==> src/rtl/core/acs_pkg.sv <==
// ----------------------------------------------------------------------------
// Arm charge sequencer package
// Codes, reset values and the structs passed between the sequencer modules.
// ----------------------------------------------------------------------------
`timescale 1ns / 1ps
`default_nettype none

package acs_pkg;

  localparam int unsigned InDataW  = 40;
  localparam int unsigned OutDataW = 16;
  localparam int unsigned CfgIdxW  = 2;
  localparam int unsigned CfgDataW = 16;

  // Configuration register indexes
  localparam logic [CfgIdxW-1:0] CFG_CATCH_TARGET = 2'd0;
  localparam logic [CfgIdxW-1:0] CFG_RETRY_TARGET = 2'd1;
  localparam logic [CfgIdxW-1:0] CFG_SETTLE_MS    = 2'd2;

  localparam logic [7:0]  CATCH_TARGET_RST = 8'd1;
  localparam logic [7:0]  RETRY_TARGET_RST = 8'd0;
  localparam logic [15:0] SETTLE_MS_RST    = 16'd5000;

  // Poll commands
  localparam logic [1:0] CMD_POLL  = 2'd0;
  localparam logic [1:0] CMD_START = 2'd1;
  localparam logic [1:0] CMD_STOP  = 2'd2;

  // Sequencer phases
  localparam logic [2:0] PH_IDLE    = 3'd0;
  localparam logic [2:0] PH_INIT    = 3'd1;
  localparam logic [2:0] PH_CATCH   = 3'd2;
  localparam logic [2:0] PH_CONNECT = 3'd3;
  localparam logic [2:0] PH_SETTLE  = 3'd4;
  localparam logic [2:0] PH_SWON    = 3'd5;
  localparam logic [2:0] PH_DISC    = 3'd6;
  localparam logic [2:0] PH_FINISH  = 3'd7;

  // Servo commands
  localparam logic [2:0] SERVO_NONE       = 3'd0;
  localparam logic [2:0] SERVO_CATCH_HOLD = 3'd1;
  localparam logic [2:0] SERVO_CATCH_ONCE = 3'd2;
  localparam logic [2:0] SERVO_RELEASE    = 3'd3;
  localparam logic [2:0] SERVO_USB_ON     = 3'd4;
  localparam logic [2:0] SERVO_USB_OFF    = 3'd5;

  // Switch and timer commands
  localparam logic [1:0] SW_NONE  = 2'd0;
  localparam logic [1:0] SW_ON    = 2'd1;
  localparam logic [1:0] SW_OFF   = 2'd2;
  localparam logic [1:0] TMR_NONE  = 2'd0;
  localparam logic [1:0] TMR_START = 2'd1;
  localparam logic [1:0] TMR_STOP  = 2'd2;

  typedef struct packed {
    logic [7:0]  catch_target;
    logic [7:0]  retry_target;
    logic [15:0] settle_ms;
  } acs_cfg_t;

  typedef struct packed {
    logic [1:0]  cmd;
    logic        drone_released;
    logic        drone_caught;
    logic        usb_disconnected;
    logic        usb_connected;
    logic        servo_moving;
    logic        switch_is_on;
    logic [31:0] now_ms;
  } acs_item_t;

  typedef struct packed {
    logic [2:0] servo_cmd;
    logic [1:0] switch_cmd;
    logic [1:0] timer_cmd;
    logic       done_res;
    logic [2:0] phase;
  } acs_result_t;

endpackage

`default_nettype wire

==> src/rtl/core/acs_cfg_regs.sv <==
// ----------------------------------------------------------------------------
// Arm charge sequencer configuration registers
// Holds catch target, retry target and settle time; one write per cycle.
// ----------------------------------------------------------------------------
`timescale 1ns / 1ps
`default_nettype none

module acs_cfg_regs (
  input  wire logic                          clk_i,
  input  wire logic                          rst_ni,
  input  wire logic                          cfg_valid_i,
  output logic                               cfg_ready_o,
  input  wire logic [acs_pkg::CfgIdxW-1:0]   cfg_index_i,
  input  wire logic [acs_pkg::CfgDataW-1:0]  cfg_data_i,
  output acs_pkg::acs_cfg_t                  cfg_o
);

  acs_pkg::acs_cfg_t cfg_q, cfg_d;
  logic              wr_en;

  assign cfg_ready_o = 1'b1;
  assign wr_en       = cfg_valid_i && cfg_ready_o;

  always_comb begin
    cfg_d = cfg_q;
    if (wr_en) begin
      unique case (cfg_index_i)
        acs_pkg::CFG_CATCH_TARGET: cfg_d.catch_target = cfg_data_i[7:0];
        acs_pkg::CFG_RETRY_TARGET: cfg_d.retry_target = cfg_data_i[7:0];
        acs_pkg::CFG_SETTLE_MS:    cfg_d.settle_ms    = cfg_data_i;
        default: ;
      endcase
    end
  end

  always_ff @(posedge clk_i or negedge rst_ni) begin
    if (!rst_ni) begin
      cfg_q.catch_target <= acs_pkg::CATCH_TARGET_RST;
      cfg_q.retry_target <= acs_pkg::RETRY_TARGET_RST;
      cfg_q.settle_ms    <= acs_pkg::SETTLE_MS_RST;
    end else begin
      cfg_q <= cfg_d;
    end
  end

  assign cfg_o = cfg_q;

endmodule

`default_nettype wire

==> src/rtl/core/acs_step.sv <==
// ----------------------------------------------------------------------------
// Arm charge sequencer step
// Phase register, counters and settle time stamp, with the logic that turns
// one poll into one set of commands.
// ----------------------------------------------------------------------------
`timescale 1ns / 1ps
`default_nettype none

module acs_step (
  input  wire logic                clk_i,
  input  wire logic                rst_ni,
  input  wire logic                step_en_i,
  input  wire acs_pkg::acs_item_t  item_i,
  input  wire acs_pkg::acs_cfg_t   cfg_i,
  output acs_pkg::acs_result_t     result_o
);

  logic [2:0]  phase_q, phase_d;
  logic [7:0]  catch_q, catch_d;
  logic [7:0]  retry_q, retry_d;
  logic [31:0] settle_q, settle_d;
  logic [7:0]  catch_base;
  logic [31:0] elapsed;
  logic        hold_catch;

  // Wrapping still time
  assign elapsed = item_i.now_ms - settle_q;

  // Init phase counts from zero within the same poll
  assign catch_base = (phase_q == acs_pkg::PH_INIT) ? 8'd0 : catch_q;
  assign hold_catch = {1'b0, cfg_i.catch_target} <= ({1'b0, catch_base} + 9'd1);

  always_comb begin
    phase_d  = phase_q;
    catch_d  = catch_q;
    retry_d  = retry_q;
    settle_d = settle_q;
    result_o = '0;

    unique case (item_i.cmd)
      acs_pkg::CMD_START: begin
        catch_d = 8'd0;
        retry_d = 8'd0;
        phase_d = acs_pkg::PH_INIT;
      end
      acs_pkg::CMD_STOP: begin
        result_o.switch_cmd = acs_pkg::SW_OFF;
        result_o.timer_cmd  = acs_pkg::TMR_STOP;
        phase_d             = acs_pkg::PH_IDLE;
      end
      acs_pkg::CMD_POLL: begin
        unique case (phase_q)
          acs_pkg::PH_IDLE: ;
          acs_pkg::PH_INIT, acs_pkg::PH_CATCH: begin
            catch_d = catch_base;
            phase_d = acs_pkg::PH_CATCH;
            if (phase_q == acs_pkg::PH_INIT) begin
              retry_d = 8'd0;
            end
            if (item_i.drone_released) begin
              result_o.servo_cmd = hold_catch ? acs_pkg::SERVO_CATCH_HOLD
                                              : acs_pkg::SERVO_CATCH_ONCE;
              catch_d = catch_base + 8'd1;
            end else if (item_i.drone_caught) begin
              if (catch_base >= cfg_i.catch_target) begin
                phase_d = acs_pkg::PH_CONNECT;
              end else begin
                result_o.servo_cmd = acs_pkg::SERVO_RELEASE;
              end
            end
          end
          acs_pkg::PH_CONNECT: begin
            if (item_i.usb_disconnected) begin
              result_o.servo_cmd = acs_pkg::SERVO_USB_ON;
            end else if (item_i.usb_connected) begin
              if (retry_q < cfg_i.retry_target) begin
                catch_d = 8'd0;
                retry_d = retry_q + 8'd1;
                phase_d = acs_pkg::PH_DISC;
              end else begin
                settle_d = item_i.now_ms;
                phase_d  = acs_pkg::PH_SETTLE;
              end
            end
          end
          acs_pkg::PH_SETTLE: begin
            if (item_i.servo_moving) begin
              settle_d = item_i.now_ms;
            end else if (elapsed > {16'd0, cfg_i.settle_ms}) begin
              phase_d = acs_pkg::PH_SWON;
            end
          end
          acs_pkg::PH_SWON: begin
            if (!item_i.switch_is_on) begin
              result_o.switch_cmd = acs_pkg::SW_ON;
              result_o.timer_cmd  = acs_pkg::TMR_START;
            end else begin
              phase_d = acs_pkg::PH_FINISH;
            end
          end
          acs_pkg::PH_DISC: begin
            if (item_i.usb_connected) begin
              result_o.servo_cmd = acs_pkg::SERVO_USB_OFF;
            end else if (item_i.usb_disconnected) begin
              phase_d = acs_pkg::PH_CATCH;
            end
          end
          acs_pkg::PH_FINISH: begin
            phase_d           = acs_pkg::PH_IDLE;
            result_o.done_res = 1'b1;
          end
        endcase
      end
      default: ;  // unused command: no commands, phase kept
    endcase

    result_o.phase = phase_d;
  end

  always_ff @(posedge clk_i or negedge rst_ni) begin
    if (!rst_ni) begin
      phase_q  <= acs_pkg::PH_IDLE;
      catch_q  <= 8'd0;
      retry_q  <= 8'd0;
      settle_q <= 32'd0;
    end else if (step_en_i) begin
      phase_q  <= phase_d;
      catch_q  <= catch_d;
      retry_q  <= retry_d;
      settle_q <= settle_d;
    end
  end

endmodule

`default_nettype wire

==> src/rtl/core/arm_charge_sequencer.sv <==
// ----------------------------------------------------------------------------
// Arm charge sequencer
// Steps a charging arm through catch, USB connect, settle and switch-on,
// one poll transaction in, one command transaction out.
// ----------------------------------------------------------------------------
//
//   channel   direction  handshake                  payload
//   s_axis    in         s_axis_tvalid/tready       poll flags, time stamp, cmd
//   m_axis    out        m_axis_tvalid/tready       servo/switch/timer cmds
//   cfg       in         cfg_valid_i/cfg_ready_o    register index, data
//
// One poll is accepted per cycle while the result register is free or drained;
// it is captured in the input register, then stepped into the result register.
// The step logic between the two registers sets that rate: the phase and
// counters update in the same cycle the poll moves into the result register.
// Reset clears the phase, counters and valid flags; config returns to defaults.
// A stalled output holds its result; the input register keeps filling while
// the result register is free or being drained.
// ----------------------------------------------------------------------------
`timescale 1ns / 1ps
`default_nettype none

module arm_charge_sequencer (
  input  wire logic                          clk_i,
  input  wire logic                          rst_ni,
  input  wire logic                          s_axis_tvalid,
  output logic                               s_axis_tready,
  // [0] drone_released, [1] drone_caught, [2] usb_disconnected,
  // [3] usb_connected, [4] servo_moving, [5] switch_is_on,
  // [37:6] now_ms, [39:38] zero
  input  wire logic [acs_pkg::InDataW-1:0]   s_axis_tdata,
  // [1:0] cmd
  input  wire logic [1:0]                    s_axis_tuser,
  output logic                               m_axis_tvalid,
  input  wire logic                          m_axis_tready,
  // [2:0] servo_cmd, [4:3] switch_cmd, [6:5] timer_cmd, [9:7] phase,
  // [15:10] zero
  output logic [acs_pkg::OutDataW-1:0]       m_axis_tdata,
  // done_res
  output logic                               m_axis_tlast,
  input  wire logic                          cfg_valid_i,
  output logic                               cfg_ready_o,
  input  wire logic [acs_pkg::CfgIdxW-1:0]   cfg_index_i,
  input  wire logic [acs_pkg::CfgDataW-1:0]  cfg_data_i
);

  acs_pkg::acs_cfg_t    cfg;
  acs_pkg::acs_item_t   in_item_d, in_item_q;
  acs_pkg::acs_result_t step_res, out_res_q;
  logic                 in_valid_q, in_valid_d;
  logic                 out_valid_q, out_valid_d;
  logic                 s_accept;
  logic                 advance;

  acs_cfg_regs u_cfg (
    .clk_i       (clk_i),
    .rst_ni      (rst_ni),
    .cfg_valid_i (cfg_valid_i),
    .cfg_ready_o (cfg_ready_o),
    .cfg_index_i (cfg_index_i),
    .cfg_data_i  (cfg_data_i),
    .cfg_o       (cfg)
  );

  // Unpack the poll
  always_comb begin
    in_item_d.cmd              = s_axis_tuser;
    in_item_d.drone_released   = s_axis_tdata[0];
    in_item_d.drone_caught     = s_axis_tdata[1];
    in_item_d.usb_disconnected = s_axis_tdata[2];
    in_item_d.usb_connected    = s_axis_tdata[3];
    in_item_d.servo_moving     = s_axis_tdata[4];
    in_item_d.switch_is_on     = s_axis_tdata[5];
    in_item_d.now_ms           = s_axis_tdata[37:6];
  end

  // Advance when the result register is empty or being drained
  assign advance       = in_valid_q && (!out_valid_q || m_axis_tready);
  assign s_axis_tready = !in_valid_q || advance;
  assign s_accept      = s_axis_tvalid && s_axis_tready;

  assign in_valid_d  = s_accept ? 1'b1 : (advance ? 1'b0 : in_valid_q);
  assign out_valid_d = advance ? 1'b1 : (m_axis_tready ? 1'b0 : out_valid_q);

  acs_step u_step (
    .clk_i     (clk_i),
    .rst_ni    (rst_ni),
    .step_en_i (advance),
    .item_i    (in_item_q),
    .cfg_i     (cfg),
    .result_o  (step_res)
  );

  always_ff @(posedge clk_i or negedge rst_ni) begin
    if (!rst_ni) begin
      in_valid_q  <= 1'b0;
      out_valid_q <= 1'b0;
    end else begin
      in_valid_q  <= in_valid_d;
      out_valid_q <= out_valid_d;
    end
  end

  always_ff @(posedge clk_i) begin
    if (s_accept) begin
      in_item_q <= in_item_d;
    end
    if (advance) begin
      out_res_q <= step_res;
    end
  end

  assign m_axis_tvalid = out_valid_q;
  assign m_axis_tlast  = out_res_q.done_res;
  assign m_axis_tdata  = {6'd0, out_res_q.phase, out_res_q.timer_cmd,
                          out_res_q.switch_cmd, out_res_q.servo_cmd};

endmodule

`default_nettype wire

==> config.mk <==
export PLATFORM = sky130hd
export DESIGN_NAME = arm_charge_sequencer
export DESIGN_NICKNAME = d
export VERILOG_FILES = /design/src/rtl/core/acs_pkg.sv /design/src/rtl/core/acs_cfg_regs.sv /design/src/rtl/core/acs_step.sv /design/src/rtl/core/arm_charge_sequencer.sv
export SDC_FILE = /design/constraint.sdc
export NUM_CORES = 1
export LEC_CHECK = 0
export BUFFER_PORTS_ARGS = -buffer_cell sky130_fd_sc_hd__buf_2
export CAP_MARGIN = 25
export CORE_ASPECT_RATIO = 0.75
export CORE_MARGIN = 4
export CORE_UTILIZATION = 49
export CTS_CLUSTER_DIAMETER = 120
export CTS_CLUSTER_SIZE = 16
export DETAILED_ROUTE_END_ITERATION = 6
export PLACE_DENSITY = 0.71
export SLEW_MARGIN = 0
export SYNTH_ARGS = -nofsm -noshare
export SYNTH_HDL_FRONTEND = slang
export SYNTH_SLANG_ARGS = --single-unit
==> constraint.sdc <==
create_clock -name clk_i -period 4.1 [get_ports clk_i]
set_clock_uncertainty 0.15 [all_clocks]
set_input_delay 0.205 -clock clk_i [delete_from_list [all_inputs] [get_ports clk_i]]
set_output_delay 0.205 -clock clk_i [all_outputs]
set_load 0.005 [all_outputs]
==> results of run 1 <==
-- path summary, 6_finish.rpt --
path	endpoint	slack [ns]	startpoint	cells after the start
worst min-delay path	u_cfg.cfg_o[24]	0.11	cfg_index_i[0]	5
min in group asynchronous	u_cfg.cfg_o[27]	0.22	rst_ni	2
max in group asynchronous	u_step.settle_q[27]	2.63	rst_ni	3
worst min register to register	u_step.retry_q[7]	0.33	u_step.retry_q[7]	1
worst max register to register	m_axis_tdata[7]	0.03	u_step.phase_q[0]	14
worst max-delay path	m_axis_tdata[7]	0.03	u_step.phase_q[0]	14
-- synth_stat cells (11+ instances only) --
cell	count	area [um2]
a21o_1	17	128
a21oi_1	52	260
buf_4	12	90.1
clkbuf_1	15	56.3
dfrtp_1	79	1980
edfxtp_1	49	1470
ha_1	72	901
inv_1	78	293
mux2_2	56	631
nand2_1	65	244
nand2b_1	17	106
nand3_1	22	110
nand4_1	14	87.6
nor2_1	38	143
o21ai_0	53	265
xnor2_1	17	149
xor2_1	11	96.3
-- per-stage QoR --
step | std cells | power [mW] | cell area [um2] | hold slack, ns | setup TNS, ns
floorplan | 823 | 3.39 | 8270 | -0.241 | 0
finish | 1214 | 5.68 | 10400 | 0.111 | 0
global route | 1214 | 6.10 | 10400 | 0.141 | -0.231
detailed placement | 1117 | 4.07 | 9050 | 0.146 | -0.498
global placement | 1117 | 4.03 | 9050 | 0.131 | -0.273
CTS | 1211 | 5.65 | 10300 | 0.0988 | 0
-- timing repair --
item | CTS | global route
gates resized for setup | 10 | 5
pin swaps | 10 | 2
hold buffers | 60 | 0
buffers inserted | 2 | 2
hold endpoints to repair | 118 | 0
endpoints found under the setup margin | 2 | 2
-- layout by cell type, fill, tap and decap left out, types with 35 or more instances in the layout --
cell type      Yosys  routed
dfrtp_1           79      79
inv_1             78      78
buf_2              6      74
ha_1              72      69
nand2_1           65      64
dlygate4sd3_1      0      60
mux2_2            56      56
o21ai_0           53      53
a21oi_1           52      52
edfxtp_1          49      49
buf_4             12      47
nor2_1            38      35
-- sequential cells by signal, indices dropped and copies added (netlist names) --
| signal | count |
|---|---|
| in_item_q | 40 |
| u_step.retry_q | 8 |
| m_axis_tdata | 8 |
| u_cfg.cfg_o | 32 |
| u_step.phase_q | 3 |
| m_axis_tlast | 1 |
| u_step.settle_q | 32 |
| in_valid_q | 1 |
| m_axis_tvalid | 1 |
| u_step.catch_q | 8 |
-- report_power, final --
part,switching [mW],leakage (nW),internal [mW]
Combinational,1.30,2.80,1.15
Clock,0.570,0.275,0.913
Sequential,0.116,1.55,1.63
-- area by class of cell --
| cell class | instances | area share |
|---|---|---|
| Multi-Input combinational cell | 577 | 0.413 |
| Inverter | 79 | 0.0286 |
| Timing Repair Buffer | 182 | 0.130 |
| Sequential cell | 134 | 0.348 |
| Tap cell | 210 | 0.0253 |
| Clock inverter | 8 | 0.00688 |
| Clock buffer | 24 | 0.0485 |
-- critical path, cell delays in order (launching register included) --
cell	delay [ns]
dfrtp_1	0.34
buf_4	0.18
nand2_1	0.11
nor2_1	0.27
nor2_1	0.10
ha_1	0.36
a2111oi_4	0.44
o2bb2ai_4	0.19
o21ai_2	0.06
a211o_1	0.33
or3_1	0.40
nor4_2	0.30
nor4b_4	0.24
nand4_1	0.16
a2bb2oi_1	0.17
-- kinds of logic (layout without fill, tap and decap cells) --
| group | count (synthesis) | after routing |
|---|---|---|
| compound gates | 201 | 201 |
| xor+xnor | 28 | 28 |
| fa+ha+maj | 73 | 73 |
| buf+inv | 112 | 293 |
| flops | 134 | 134 |
| mux | 58 | 58 |
| other cells | 2 | 7 |
| simple gates | 210 | 210 |
-- layer usage --
| layer | up-vias | share of wire | track usage |
|---|---|---|---|
| li1 | 3276 | - | - |
| met1 | 3166 | 0.50 | 0.307 |
| met2 | 202 | 0.43 | 0.304 |
| met3 | 13 | 0.055 | 0.0408 |
| met4 | 0 | 0.010 | 0.0500 |
| met5 | - | 0 | 0 |
==> summary.md, run 1 <==
| Metric | Value |
|---|---|
| CP Class | reg2reg |
| Synth Area in XOR/XNOR | 0.0297 |
| Die X-Extent | 158 um |
| Placement Rows | 40 |
| Synthesized cell area | 8260 um2 |
| Yosys warning total | 0 |
| FF+latch area | 3610 um2 |
| Slew Limit Fails | 0 |
| Clock-pin slew on the worst setup and hold paths | 0.06 ns |
| Critical path data arrival time | 4.09 ns |
| Total of max-cap violations | 0 |
| Total Routed Length | 19000 um |
| Final ANT Viol Nets | 0 |
| Total CTS buffers | 17 |
| Fillers | 1282 |
| Outcome | finished clean |
| Hold Path Class | in2reg |
| CP Capture Type | flop |
| Worst Path Max Fanout | 13 |
| Main combinational cell family by area after synthesis | compound AO/OA/AOI/OAI gates |
| CTS tree | yes |
| FFs w/ async S/R, synth | 0.634 |
| Avg Cell Area, Syn | 10.1 um2 |
| DR vias | 6657 |
| Buffer depth of the longest clock path | 2 |
| Via/cell ratio | 5.48 |
| Number of flops mapped to enable cells by yosys | 49 |
| Total track usage | 0.205 |
| First-pass GRT wire length | 31100 um |
| DIE HEIGHT | 120 um |
| Final hold violations | 0 |
| Slew Limit Headroom | 0.381 |
| Initial core utilization | 0.508 |
| Clock sink total | 134 |
| DRC | 0 |
| Fmax | 0.245 GHz |
| Final #Nets | 1129 |
| Top Ports | 85 |
| Largest net degree at the start of global routing | 52 |
| Crit share post-route | 0.994 |
| CTS root buffer | clkbuf_16 |
| Final core utilization | 0.637 |
| VDD IR max | 0.000276 V |
| Tmin final | 4.07 ns |
| Share of cells above drive strength 1 | 0.238 |
| Pwr/cell area | 548 nW/um2 |
| Final worst-path setup slack | 0.0251 ns |
| DP Worst Slack | -0.307 ns |
| Initial DRC Count | 485 |
| Pleak | 4.63 nW |
| Worst-margin pin slew | 0.925 ns |
| Final setup violation count | 0 |
| Vias in the first global route | 6235 |
| Placer Congestion | 0.900 |
| IO Port Bufs | 75 |
| DRT Pass-1 Iters | 6 |
| Main synth FF type | dfrtp_1 |
| Synth cell types | 75 |
| N_diodes | 0 |
| Synthesis-stage register bit count | 134 |
| Sequential-to-total area share from yosys stat | 0.437 |
| CTS H-tree lvls | 4 |
| Area of the multi-input gates | 4280 um2 |
| Core region area | 16300 um2 |
| Gr ovfl total | 0 |
| Initial antenna violation count | 0 |
| Synth Area in Compound Gates | 0.158 |
| Final HPWL DP | 13700 um |
| Drt wl/cell | 15.7 um |
| RSZ-0062 raised after global routing | true |
| Worst-Skew Late Latency | 0.42 ns |
| Mux share of post-synthesis cell area | 0.0788 |
| Full die area | 19000 um2 |
| Post-synthesis simple-gate area fraction | 0.127 |
| Post-Syn Instances | 818 |
| Critical path launch point type | flop |
| Post-synthesis adder-cell area fraction | 0.112 |
| Syn-to-layout area delta | 25.6% |
| CP Data Required Time | 4.11 ns |
No activity file was read; power rests on OpenSTA's default activity.
==> run 2, diff against run 1 <==
==> constraint.sdc (replaced) <==
create_clock -name clk_i -period 3.4 [get_ports clk_i]
set_clock_uncertainty 0.15 [all_clocks]
set_input_delay 0.51 -clock clk_i [delete_from_list [all_inputs] [get_ports clk_i]]
set_output_delay 0.51 -clock clk_i [all_outputs]
set_load 0.005 [all_outputs]
==> summary.md, run 2 (synthesis results as in run 1) <==
| Metric | Value |
|---|---|
| Total track usage | 0.210 (was 0.205) |
| Clock sink total | 134 (unchanged) |
| Placer Congestion | 0.918 (was 0.900) |
| DIE HEIGHT | 120 um (unchanged) |
| Fmax | 0.245 GHz (about the same) |
| Final #Nets | 1108 (was 1129) |
| Syn-to-layout area delta | 23.4% (was 25.6%) |
| Largest net degree at the start of global routing | 86 (was 52) |
| Pwr/cell area | 686 nW/um2 (was 548 nW/um2) |
| Full die area | 19000 um2 (unchanged) |
| CP Data Required Time | 3.42 ns (was 4.11 ns) |
| Slew Limit Headroom | 0.364 (was 0.381) |
| Final hold violations | 0 (unchanged) |
| Hold path start | s_axis_tdata[8] (was cfg_index_i[0]) |
| Commonest non-fill, non-tap cell in the layout | buf_4 (was dfrtp_1) |
| Hold path cells | 1 (was 5) |
| Crit-path max cell delay | 0.41 ns (was 0.44 ns) |
| Power share of the sequential group | 0.302 (was 0.307) |
| Max FFs per register | 40 (unchanged) |
| Clock-pin slew on the worst setup and hold paths | 0.06 ns (about the same) |
| Comb power frac | 0.439 (was 0.432) |
| Switch share | 0.350 (about the same) |
| CP Capture Type | flop (unchanged) |
| Initial DRC Count | 459 (was 485) |
| R2R setup slack | -0.69 ns (was 0.03 ns) |
| N_diodes | 0 (unchanged) |
| FF-to-FF Start | u_step.settle_q[0] (was u_step.phase_q[0]) |
| CP Cell Sequence | ha_4 -> fa_2 -> and2b_1 -> o2111ai_2 -> a21oi_2 -> o21ba_4 -> nor2_2 -> xnor2_2 -> ha_1 -> a21oi_1 -> nand2_1 -> a221o_1 -> nor3_2 -> nor2_2 -> nor4_2 -> nor4b_4 -> nand4_1 -> a2bb2oi_1 (was buf_4 -> nand2_1 -> nor2_1 -> nor2_1 -> ha_1 -> a2111oi_4 -> o2bb2ai_4 -> o21ai_2 -> a211o_1 -> or3_1 -> nor4_2 -> nor4b_4 -> nand4_1 -> a2bb2oi_1) |
| DRC | 0 (unchanged) |
| Outcome | finished, violations left (was finished clean) |
| CTS tree | yes (unchanged) |
| IO Port Bufs | 75 (unchanged) |
| DR vias | 6639 (was 6657) |
| Final worst-path setup slack | -0.685 ns (was 0.0251 ns) |
| Critical path data arrival time | 4.11 ns (was 4.09 ns) |
| Final setup violation count | 3 (was 0) |
| Die X-Extent | 158 um (unchanged) |
| Buffer depth of the longest clock path | 2 (unchanged) |
| Failing checks | negative setup slack |
| Slew Limit Fails | 0 (unchanged) |
| Worst Path Max Fanout | 3 (was 13) |
| RSZ-0062 raised after global routing | true (unchanged) |
| CTS H-tree lvls | 4 (unchanged) |
| Tmin final | 4.09 ns (was 4.07 ns) |
| Initial antenna violation count | 0 (unchanged) |
| CP Class | reg2reg (unchanged) |
| Worst-Skew Late Latency | 0.43 ns (was 0.42 ns) |
| Final ANT Viol Nets | 0 (unchanged) |
| Hold Path Class | in2reg (unchanged) |
| DP Worst Slack | -0.702 ns (was -0.307 ns) |
| Net Sw Power | 2.44 mW (was 1.99 mW) |
| Final core utilization | 0.626 (was 0.637) |
| Top Ports | 85 (unchanged) |
| Min-Delay Endpoint | in_item_q[2] (was u_cfg.cfg_o[24]) |
| Cell Int Power | 4.54 mW (was 3.69 mW) |
| First-pass GRT wire length | 31600 um (was 31100 um) |
| Total of max-cap violations | 0 (unchanged) |
| Cell depth of the worst flop-to-flop path | 18 (was 14) |
| Crit share post-route | 1.20 (was 0.994) |
| Initial core utilization | 0.508 (unchanged) |
| Most frequent CP cell | nor2_2 (was nor2_1) |
| Drt wl/cell | 16.3 um (was 15.7 um) |
| Clock Power Share | 0.259 (was 0.261) |
| Vias in the first global route | 6404 (was 6235) |
| Placement Rows | 40 (unchanged) |
| Leading cell types in the layout, fill and taps excluded | buf_4 (82), dfrtp_1 (79), inv_1 (77) (was dfrtp_1 (79), inv_1 (78), buf_2 (74)) |
| Gr ovfl total | 0 (unchanged) |
| DRT Pass-1 Iters | 6 (unchanged) |
| Fillers | 1357 (was 1282) |
| Critical path launch point type | flop (unchanged) |
| CTS root buffer | clkbuf_16 (unchanged) |
| Pleak | 4.60 nW (was 4.63 nW) |
| Final HPWL DP | 14200 um (was 13700 um) |
| Total CTS buffers | 17 (unchanged) |
| Worst R2R End | m_axis_tdata[7] (unchanged) |
| VDD IR max | 0.000324 V (was 0.000276 V) |
| Share of cells above drive strength 1 | 0.299 (was 0.238) |
| CP max stage cell | dfrtp_1 (was a2111oi_4) |
| Worst-margin pin slew | 0.951 ns (was 0.925 ns) |
| Worst hold margin | 0.102 ns (was 0.111 ns) |
| Reg with most FFs | in_item_q (unchanged) |
| Via/cell ratio | 5.56 (was 5.48) |
| Core region area | 16300 um2 (unchanged) |
| Total Routed Length | 19400 um (was 19000 um) |
run 2: cell types whose count changed in the layout (fill, tap and decap cells not counted), moves of 3 or more:
cell           change
a21oi_2            +3
a21oi_1            -3
buf_4             +35
dlygate4sd3_1     -59
run 2: power by group through the flow:
stage | sequential [mW] | clock, mW | combinational [mW]
CTS | 2.11 | 1.84 | 2.98
global route | 2.14 | 1.91 | 3.42
detailed placement | 2.13 | 0 | 2.92
floorplan | 2.09 | 0 | 2.01
finish | 2.11 | 1.81 | 3.06
global placement | 2.12 | 0 | 2.87
run 2: layout make-up:
cell class | count | area, um2 | area share
multi-input combinational | 577 | 4390 | 0.431
inverter | 79 | 297 | 0.0291
clock inverter | 10 | 103 | 0.0101
tap | 210 | 263 | 0.0258
timing repair buffer | 161 | 1060 | 0.104
sequential | 134 | 3610 | 0.354
clock buffer | 22 | 474 | 0.0465
run 2: stage by stage:
| stage | cells | instance area [um2] | power, mW | TNS, ns |
|---|---|---|---|---|
| 2_1_floorplan | 823 | 8290 | 4.10 | -0.775 |
| 3_3_place_gp | 1156 | 9390 | 4.99 | -1.53 |
| 3_5_place_dp | 1156 | 9390 | 5.05 | -1.93 |
| 4_1_cts | 1192 | 10000 | 6.93 | -1.29 |
| 5_1_grt | 1193 | 10200 | 7.48 | -2.02 |
| 6_report | 1193 | 10200 | 6.99 | -1.34 |
run 2: worst max-delay path: cells and delay by family (launching register included):
kind / cells / cell delay [ns]
AO/OA/AOI/OAI: 6 / 1.21
XOR/XNOR: 1 / 0.14
adder cells (fa/ha/maj): 3 / 0.81
flip-flops: 1 / 0.41
AND/OR/NAND/NOR: 8 / 1.12
run 2: worst max path at each step:
stage,startpoint,end,slack (ns),depth (start not counted)
final,u_step.settle_q[0],m_axis_tdata[7],-0.69,18
after global routing,u_step.settle_q[0],m_axis_tdata[7],-0.88,17
after CTS,u_step.settle_q[0],m_axis_tdata[7],-0.67,18
after detailed placement,u_step.settle_q[0],m_axis_tdata[7],-0.70,18
after global placement,u_step.settle_q[0],m_axis_tdata[7],-0.58,17
after floorplan,u_step.settle_q[0],m_axis_tdata[7],-0.43,17
run 2: routing by layer:
| layer | wire length (um) | track usage | vias to the layer above | part of all wire |
|---|---|---|---|---|
| li1 | - | - | 3234 | - |
| met1 | 9460 | 0.308 | 3183 | 0.49 |
| met2 | 8500 | 0.308 | 193 | 0.44 |
| met3 | 1190 | 0.0537 | 29 | 0.061 |
| met4 | 252 | 0.0580 | 0 | 0.013 |
| met5 | 0 | 0 | - | 0 |
run 2: repair_timing:
| action | in CTS | in global routing |
|---|---|---|
| setup buffers | 3 | 1 |
| endpoints found under the setup margin | 4 | 4 |
| hold endpoints to repair | 32 | 0 |
| resized for setup | 13 | 23 |
| pin swaps | 21 | 19 |
| hold buffers | 1 | 0 |
